### src/hdl/assert_macros.svh
// Assertion helpers for clocked properties.
`ifndef ASSERT_MACROS_SVH
`define ASSERT_MACROS_SVH
`define ASSERT_CLK(label, clk, rst, prop, msg) \
  label: assert property (@(posedge clk) disable iff (rst) (prop)) else $error(msg);
`define ASSERT_CLK_NR(label, clk, prop, msg) \
  label: assert property (@(posedge clk) (prop)) else $error(msg);
`endif

### src/hdl/nrb_pkg.sv
// ----------------------------------------------------------------------------
// nrb_pkg
// Types and codes shared by the retransmission buffer.
// ----------------------------------------------------------------------------
`timescale 1ns / 1ps
`default_nettype none
package nrb_pkg;
  localparam logic [2:0] KIND_STORE = 3'd0;
  localparam logic [2:0] KIND_GNACK = 3'd1;
  localparam logic [2:0] KIND_RNACK = 3'd2;
  localparam logic [2:0] KIND_TICK  = 3'd3;
  localparam logic [2:0] KIND_STATS = 3'd4;
  localparam logic [1:0] ACT_FORWARD = 2'd0;
  localparam logic [1:0] ACT_RETX    = 2'd1;
  localparam logic [1:0] ACT_RELEASE = 2'd2;
  localparam logic [1:0] ACT_STATS   = 2'd3;
  localparam logic [15:0] FAR_HALF = 16'h8000;
  localparam logic [15:0] LATENCY_RESET = 16'd1000;
  localparam int ENTRY_W = 76;
  typedef struct packed {
    logic [2:0]  kind;
    logic [15:0] seq;
    logic [15:0] mask_or_count;
    logic [11:0] handle;
    logic [47:0] time_now;
  } in_item_t;
  typedef struct packed {
    logic [1:0]  action;
    logic [11:0] out_handle;
    logic [15:0] out_seq;
    logic [31:0] retransmit_count;
    logic        last;
  } out_item_t;
endpackage
`default_nettype wire

### src/hdl/nrb_ram.sv
// ----------------------------------------------------------------------------
// nrb_ram
// Single-port-write, single-port-read RAM with registered read.
// ----------------------------------------------------------------------------
`timescale 1ns / 1ps
`default_nettype none
module nrb_ram #(
  parameter int WIDTH = 8,
  parameter int DEPTH = 64
) (
  input  wire logic                     clk,
  input  wire logic                     we,
  input  wire logic [$clog2(DEPTH)-1:0] waddr,
  input  wire logic [WIDTH-1:0]         wdata,
  input  wire logic [$clog2(DEPTH)-1:0] raddr,
  output logic      [WIDTH-1:0]         rdata
);
  logic [WIDTH-1:0] mem [DEPTH];
  always_ff @(posedge clk) begin
    if (we) mem[waddr] <= wdata;
    rdata <= mem[raddr];
  end
endmodule
`default_nettype wire

### src/hdl/nack_retransmit_buffer.sv
// ----------------------------------------------------------------------------
// nack_retransmit_buffer
// FIFO of sent packets answering NACKs, latency ticks and stats reads.
// ----------------------------------------------------------------------------
// A store forwards the packet, releases the oldest entry when the FIFO is
// full, then appends. A NACK walks the FIFO entries (RAM read, then decide),
// and a tick first computes its age limit with a multiply. A result is shown
// when the next one is found or when the walk ends, so its last flag is known.
// One item at a time.
// Reset (synchronous) empties the FIFO, clears the counter, sets the age limit to 1000 ms.
`timescale 1ns / 1ps
`default_nettype none
`include "assert_macros.svh"
module nack_retransmit_buffer import nrb_pkg::*; #(
  parameter int DEPTH = 64,
  parameter int TICKS_PER_MS = 27000
) (
  input  wire logic      clk,
  input  wire logic      rst,
  input  wire logic      in_valid,
  output logic           in_stall,
  input  wire in_item_t  in_data,
  output logic           out_valid,
  input  wire logic      out_stall,
  output out_item_t      out_data,
  input  wire logic      cfg_valid,
  output logic           cfg_ready,
  input  wire logic [15:0] cfg_data
);
  localparam int AW = $clog2(DEPTH);
  localparam int CW = $clog2(DEPTH + 1);
  localparam logic [CW-1:0] FULL = CW'(DEPTH);

  typedef enum logic [7:0] {
    S_IDLE  = 8'b00000001,
    S_STORE = 8'b00000010,
    S_STATS = 8'b00000100,
    S_MUL   = 8'b00001000,
    S_READ  = 8'b00010000,
    S_EVAL  = 8'b00100000,
    S_APPND = 8'b01000000,
    S_DONE  = 8'b10000000
  } state_t;

  state_t state;
  in_item_t req;
  logic [AW-1:0] head;
  logic [CW-1:0] fill;
  logic [CW-1:0] idx;
  logic [31:0] retrans_total;
  logic [15:0] latency_ms;
  logic [15:0] id, mask;
  logic [47:0] limit;
  logic [39:0] prod_lo;
  logic held;

  logic we;
  logic [AW-1:0] waddr, raddr;
  logic [ENTRY_W-1:0] wdata, rdata;
  logic [15:0] e_seq;
  logic [47:0] e_time;
  logic [11:0] e_handle;

  nrb_ram #(.WIDTH(ENTRY_W), .DEPTH(DEPTH)) u_ram (
    .clk(clk), .we(we), .waddr(waddr), .wdata(wdata), .raddr(raddr), .rdata(rdata)
  );
  assign {e_seq, e_time, e_handle} = rdata;

  function automatic logic [AW-1:0] slot(input logic [AW-1:0] h, input logic [CW-1:0] i);
    logic [CW:0] s;
    s = {1'b0, CW'(h)} + {1'b0, i};
    if (s >= (CW+1)'(DEPTH)) s = s - (CW+1)'(DEPTH);
    return s[AW-1:0];
  endfunction

  assign raddr = slot(head, idx);
  assign waddr = slot(head, fill);
  assign wdata = {req.seq, req.time_now, req.handle};
  assign we = (state == S_APPND);
  assign in_stall = (state != S_IDLE);
  assign cfg_ready = (state == S_IDLE) && !in_valid;

  logic [15:0] seq_dist;
  logic [15:0] mlow, mask_sh;
  logic [4:0] z;
  logic [47:0] age;
  assign seq_dist = e_seq - req.seq;
  assign age = req.time_now - e_time;
  always_comb begin
    z = 5'd0;
    for (int b = 15; b >= 0; b--) if (mask[b]) z = 5'(b);
    mask_sh = 16'((32'(mask) >> z) >> 1);
  end
  assign mlow = id + 16'(z) + 16'd1;

  logic [31:0] sat_inc;
  assign sat_inc = (retrans_total == 32'hFFFF_FFFF) ? retrans_total : retrans_total + 32'd1;

  logic [23:0] tpm;
  assign tpm = 24'(TICKS_PER_MS);

  logic found;
  out_item_t found_item;
  logic walk_end;
  logic can_out;
  logic out_load;
  assign can_out = !out_valid || !out_stall;
  assign walk_end = (idx + CW'(1) >= fill);
  always_comb begin
    found = 1'b0;
    found_item = '{ACT_RETX, e_handle, e_seq, 32'd0, 1'b0};
    case (req.kind)
      KIND_STORE: begin
        found = 1'b1;
        found_item.action = ACT_RELEASE;
      end
      KIND_GNACK: found = (e_seq == id);
      KIND_RNACK: found = (seq_dist <= req.mask_or_count);
      default: begin
        found = (age >= limit);
        found_item.action = ACT_RELEASE;
      end
    endcase
  end
  assign out_load = held && (((state == S_EVAL) && found) || (state == S_DONE));

  always_ff @(posedge clk) begin
    if (rst) begin
      state <= S_IDLE;
      out_valid <= 1'b0;
      held <= 1'b0;
      head <= '0;
      fill <= '0;
      retrans_total <= '0;
      latency_ms <= LATENCY_RESET;
    end else begin
      out_valid <= out_load || (out_valid && out_stall);
      case (state)
        S_IDLE: begin
          if (cfg_valid && cfg_ready) latency_ms <= cfg_data;
          if (in_valid) begin
            req <= in_data;
            idx <= '0;
            id <= in_data.seq;
            mask <= in_data.mask_or_count;
            case (in_data.kind)
              KIND_STORE: state <= S_STORE;
              KIND_GNACK, KIND_RNACK: state <= S_READ;
              KIND_TICK: begin
                prod_lo <= 40'(latency_ms) * 40'(tpm);
                state <= S_MUL;
              end
              KIND_STATS: state <= S_STATS;
              default: state <= S_IDLE;
            endcase
          end
        end
        S_STORE: begin
          if (can_out) begin
            out_data <= '{ACT_FORWARD, req.handle, req.seq, 32'd0, 1'b0};
            held <= 1'b1;
            state <= (fill == FULL) ? S_READ : S_APPND;
          end
        end
        S_STATS: begin
          if (can_out) begin
            out_data <= '{ACT_STATS, 12'd0, 16'd0, retrans_total, 1'b0};
            held <= 1'b1;
            retrans_total <= '0;
            state <= S_DONE;
          end
        end
        S_MUL: begin
          limit <= {8'd0, prod_lo};
          state <= S_READ;
        end
        S_READ: begin
          if (idx >= fill) state <= S_DONE;
          else state <= S_EVAL;
        end
        S_EVAL: begin
          if (found && held) begin
            held <= 1'b0;
          end else if (found && can_out) begin
            out_data <= found_item;
            held <= 1'b1;
            case (req.kind)
              KIND_STORE: begin
                head <= slot(head, CW'(1));
                fill <= fill - CW'(1);
                state <= S_APPND;
              end
              KIND_GNACK: begin
                idx <= idx + CW'(1);
                retrans_total <= sat_inc;
                id <= mlow;
                mask <= mask_sh;
                state <= ((mask == '0) || walk_end) ? S_DONE : S_READ;
              end
              KIND_RNACK: begin
                idx <= idx + CW'(1);
                retrans_total <= sat_inc;
                state <= walk_end ? S_DONE : S_READ;
              end
              default: begin
                head <= slot(head, CW'(1));
                fill <= fill - CW'(1);
                state <= (fill == CW'(1)) ? S_DONE : S_READ;
              end
            endcase
          end else if (!found) begin
            case (req.kind)
              KIND_GNACK: begin
                idx <= idx + CW'(1);
                state <= walk_end ? S_DONE : S_READ;
              end
              KIND_RNACK: begin
                idx <= idx + CW'(1);
                state <= (walk_end || (seq_dist < FAR_HALF)) ? S_DONE : S_READ;
              end
              default: state <= S_DONE;
            endcase
          end
        end
        S_APPND: begin
          fill <= fill + CW'(1);
          state <= S_DONE;
        end
        S_DONE: begin
          if (held) begin
            out_data.last <= 1'b1;
            held <= 1'b0;
          end
          state <= S_IDLE;
        end
        default: state <= S_IDLE;
      endcase
    end
  end

  `ASSERT_CLK(a_fill_range, clk, rst, fill <= FULL, "fill count beyond depth")
  `ASSERT_CLK(a_idle_no_stall, clk, rst, (state == S_IDLE) |-> !in_stall, "stall while idle")
  `ASSERT_CLK(a_cfg_idle, clk, rst, (cfg_valid && cfg_ready) |-> (state == S_IDLE),
              "config taken while busy")
  `ASSERT_CLK(a_out_hold, clk, rst,
              (out_valid && out_stall) |=> (out_valid && $stable(out_data)),
              "stalled result changed")
endmodule
`default_nettype wire

### config.mk
export PLATFORM = sky130hd
export DESIGN_NAME = nack_retransmit_buffer
export DESIGN_NICKNAME = d
export VERILOG_FILES = /design/src/hdl/nrb_pkg.sv /design/src/hdl/nrb_ram.sv /design/src/hdl/nack_retransmit_buffer.sv
export VERILOG_INCLUDE_DIRS = /design/src /design/src/hdl
export SDC_FILE = /design/constraint.sdc
export NUM_CORES = 2
export LEC_CHECK = 0
export BUFFER_PORTS_ARGS = -buffer_cell sky130_fd_sc_hd__buf_4
export CAP_MARGIN = 25
export CELL_PAD_IN_SITES_DETAIL_PLACEMENT = 1
export CELL_PAD_IN_SITES_GLOBAL_PLACEMENT = 2
export CORE_MARGIN = 2
export CORE_UTILIZATION = 55
export DETAILED_ROUTE_END_ITERATION = 16
export MAX_ROUTING_LAYER = met4
export PLACE_DENSITY = 0.82
export SLEW_MARGIN = 0
export SYNTH_ARGS = -nofsm -noshare
export SYNTH_HDL_FRONTEND = slang
export SYNTH_MEMORY_MAX_BITS = 65536
export SYNTH_SLANG_ARGS = --single-unit
### constraint.sdc
create_clock -name clk -period 19.4 [get_ports clk]
set_clock_uncertainty 0.05 [all_clocks]
set_input_delay 1.94 -clock clk [delete_from_list [all_inputs] [get_ports clk]]
set_output_delay 1.94 -clock clk [all_outputs]
set_load 0.02 [all_outputs]
==> results summary <==
The layout overhead on the synthesized area is 12.97%. The initial core utilization is 55.17%. The internal power of the cells totals 19.39 mW.

For this run, the top clock speed supported by timing is 109.5 MHz. The number of synthesized flops with an enable pin is 5,117. The remaining antenna violation count is 0. The number of buffers inserted during clock tree synthesis is 535.

The global-route usage over all layers is 33.32%. Buffers added to address setup during post-CTS repair amount to 0. The final-report max-slew violation count came to 0. The maximum number of pins on one net before global-route repair is 106. The count of buffers from port buffering came out at 181. The cell area after synthesis is 208,900 sq um. The number of different library cells in the post-synthesis netlist came out at 85.

The number of vias in the routed layout is 108,577. The clock network burns 40.8% of the power. The maximum resistive drop on vdd is 0.1144 mV.

The post-synthesis sequential element count came out at 5,264. The initial antenna violation count came to 17. The fraction of final layout cells sized beyond drive strength 1 came out at 27.41%.

The tree is rooted in a sky130_fd_sc_hd__clkbuf_16. The instance count of the mapped netlist came out at 9,559. The nature of the critical path endpoint is a flip-flop. The delay of the slowest cell on the worst path is 0.72 ns. The number of placement rows came out at 226.

The number of design-rule violations left by the first detailed-router iteration came out at 16,479. The total power consumption of the routed design came out at 25.22 mW. The post-synthesis async set-or-reset flop share is 0%. Once placement completed, the tool counted placed cells totaling 14,650. After routing, the total negative slack on setup checks comes to 0 ns. At the pin with the least slew margin, the transition time is 1.278 ns. The clock drives 5,264 sinks. After detailed routing, the number of vias per cell comes to 6.944. The clock-pin transition on the worst setup and hold timing paths is 0.06 ns.

The areal power density over the cells came out at 106.9 nW/um^2. The arrival time reported for the critical path endpoint came out at 9.74 ns. The leakage power is 76.00 nW. The number of cells on the worst reg-to-reg path is 28.

The relative max-transition margin is 14.79%. The run finished with clean final reports. The share of power burned in combinational logic is 9.1%. The max capacitance violation total came out at 0. The maximum fanout encountered on the critical timing path came out at 65. The clock insertion delay at the later pin of the skew report is 1.05 ns.

The length of the first detailed-routing pass in iterations came out at 6. The part of the cycle the worst path needs came out at 47.09%. Dividing the detail-routed wire length by the instance count gives 39.48 um. The count of cells resized by post-cts repair came out at 0. The final RePlAce weighted congestion came out at 0.8764. The number of design rule violations left after detail routing came out at 0.

Of the total power, the share spent switching nets is 23.11%. The area of the die is 384,700 sq um. The final number of hold-violating endpoints came out at 0.

The longest clock path from root to sink contains 4 buffers. Measured along the x axis, the die boundary spans 620.3 um. The tightest min-delay check is of the reg -> reg type. The post-detailed-placement half-perimeter wirelength is 319,400 um.

The first global-routing pass estimated 864,200 um of wire. Setup violations remaining at the end of the flow were counted as 0. The count of cells in the finished layout, fillers not included, comes to 15,637. The die boundary height is 620.3 um. Among all stages on the critical path, the largest delay is contributed by sky130_fd_sc_hd__o21ai_1. The data required time at the worst endpoint is 20.00 ns. The post-detailed-routing wire length came out at 617,300 um. Setup repair after global routing left no endpoint under its margin. The final period demand of the worst path came out at 9.136 ns. The net count of the mapped netlist came out at 10,001. The average instance in the mapped netlist occupies 21.85 sq um. The number of synthesis warnings came out at 0.

In this run, flip-flops and latches consume 50.1% of the power. The final-stage net count came out at 10,619. The CTS tree is yes. The worst setup path is launched from a flip-flop. The via count of the first global-routing pass came out at 110,919. The part of the Yosys area used for sequential elements is 74.97%. For this run, the leading register cell type out of synthesis is sky130_fd_sc_hd__edfxtp_1. The count of boundary I/O pins came out at 182. In this run, post-CTS hold repair placed 0 buffers. The setup path with the least slack is of type reg -> reg.

The worst hold path depth is 0. The net switching power is 5.829 mW. The core outline area came out at 378,600 sq um.

The clock tree synthesis step divided the H-tree into 6 levels. For this run the aggregate overflow at the end of global routing stands at 0.
[placed cells by master, fill, tap and decap left out, types with 41 or more instances in the layout]
cell type and count:
sky130_fd_sc_hd__a211oi_1 86, sky130_fd_sc_hd__a21oi_1 225, sky130_fd_sc_hd__and2_1 41, sky130_fd_sc_hd__buf_4 476, sky130_fd_sc_hd__bufinv_16 41, sky130_fd_sc_hd__clkbuf_1 112, sky130_fd_sc_hd__clkbuf_16 556, sky130_fd_sc_hd__clkinv_1 94
sky130_fd_sc_hd__clkinv_2 80, sky130_fd_sc_hd__dfxtp_1 147, sky130_fd_sc_hd__edfxtp_1 5117, sky130_fd_sc_hd__fa_1 79, sky130_fd_sc_hd__ha_1 245, sky130_fd_sc_hd__inv_1 304, sky130_fd_sc_hd__mux2i_1 111, sky130_fd_sc_hd__mux4_2 1521
sky130_fd_sc_hd__nand2_1 183, sky130_fd_sc_hd__nand3_1 51, sky130_fd_sc_hd__nor2_1 150, sky130_fd_sc_hd__nor2_4 67, sky130_fd_sc_hd__nor2b_1 103, sky130_fd_sc_hd__o21ai_0 87, sky130_fd_sc_hd__xnor2_1 90
[worst max-delay path: cells and delay by family (launching register included)]
| kind | cells | cell delay, ns |
|---|---|---|
| compound gates | 14 | 4.19 |
| flops | 1 | 0.34 |
| buf+inv | 4 | 1.25 |
| xor+xnor | 1 | 0.14 |
| fa+ha+maj | 3 | 0.90 |
| simple gates | 6 | 1.74 |
[layer usage]
layer | up-vias | global-route usage (%) | wire length (um)
met1 | 58044 | 45.50 | 228500
met5 | - | - | 0
met4 | 0 | 10.74 | 23120
met2 | 8033 | 50.89 | 293600
met3 | 1330 | 7.124 | 72140
li1 | 41170 | - | -
[state kept, by name, summed over array words and instances, names as in the netlist]
| register | count |
|---|---|
| u_ram.rdata | 76 |
| held | 1 |
| limit | 28 |
| state | 8 |
| head | 6 |
| idx | 7 |
| mask | 16 |
| latency_ms | 16 |
| id | 16 |
| prod_lo | 28 |
| out_data | 63 |
| retrans_total | 32 |
| u_ram.mem | 4864 |
| out_valid | 1 |
| req | 95 |
| fill | 7 |
[synthesized netlist by cell type, drive strengths merged, types with 7 or more instances]
library cell / count / area [sq um]
a211oi: 86 / 645.6
and4: 7 / 61.31
xor2: 36 / 315.3
nor3: 37 / 190.2
o21a: 27 / 202.7
nand4: 37 / 250.2
a211o: 8 / 70.07
nand2: 183 / 686.9
mux4: 1521 / 34260
and3: 21 / 131.4
o21bai: 11 / 82.58
nor4: 26 / 168.9
nor2b: 103 / 644.4
ha: 246 / 3078
mux2i: 111 / 1111
nand3: 51 / 255.2
a22o: 30 / 262.8
buf: 136 / 544.3
inv: 306 / 1149
a31oi: 11 / 68.82
o211ai: 13 / 111.4
nand2b: 36 / 225.2
xnor2: 94 / 823.3
clkbuf: 306 / 1149
o21ai: 111 / 570.6
a221oi: 7 / 67.56
dfxtp: 147 / 2943
a21boi: 9 / 71.32
nor2: 218 / 820.8
edfxtp: 5117 / 153700
nor3b: 9 / 67.56
fa: 80 / 1602
or4: 13 / 97.59
a21oi: 229 / 1154
or3: 23 / 143.9
and2: 43 / 271.5
a21o: 34 / 255.2
[through the flow]
step                hold slack, ns  area [sq um]  util (%)  setup WS [ns]
global placement            0.3608        218100     57.59          10.64
global route                0.3981        235900     62.31          9.932
detailed placement          0.3581        218500     57.71          10.52
floorplan                   0.3503        208900         -          7.670
CTS                         0.3618        235800     62.27          10.49
finish                      0.3694        236000     62.32          10.26
[cells by family (layout without fill, tap and decap cells)]
kind of cell / Yosys count / in the layout / synth area share (%)
multiplexers: 1636 / 1636 / 16.95
buffers and inverters: 748 / 1790 / 1.360
flip-flops: 5264 / 5264 / 74.97
other: 0 / 20 / 0
AND/OR/NAND/NOR: 821 / 821 / 1.976
XOR/XNOR: 130 / 130 / 0.5451
AO/OA/AOI/OAI: 634 / 634 / 1.952
adder cells (fa/ha/maj): 326 / 326 / 2.240
[cell type report]
class,instances,area (sq um)
flip-flops and latches,5264,156600
fillers,30490,142700
multi-input cells,3547,50030
clock buffers,699,14760
well taps,5016,6276
repair buffers,523,4579
clock inverters,262,2515
inverters,306,1149
diodes,20,50.05
[path summary, 6_finish.rpt]
kind                                            from                endpoint  slack (ns)
worst max-delay path                req[0]$_DFFE_PP_  out_data[52]$_DFFE_PP_       10.26
worst min-delay path            prod_lo[6]$_DFFE_PP_      limit[6]$_DFFE_PP_        0.37
worst max register to register      req[0]$_DFFE_PP_  out_data[52]$_DFFE_PP_       10.26
worst min register to register  prod_lo[6]$_DFFE_PP_      limit[6]$_DFFE_PP_        0.37
[power groups by stage]
stage / clock network (mW) / logic (mW) / registers, mW
final: 10.3 / 2.30 / 12.6
after global routing: 10.7 / 2.47 / 12.6
after CTS: 10.4 / 2.29 / 12.6
after detailed placement: 0 / 2.24 / 12.9
after global placement: 0 / 2.19 / 12.9
after floorplan: 0 / 1.42 / 12.9
No activity file was read; power rests on OpenSTA's default activity.
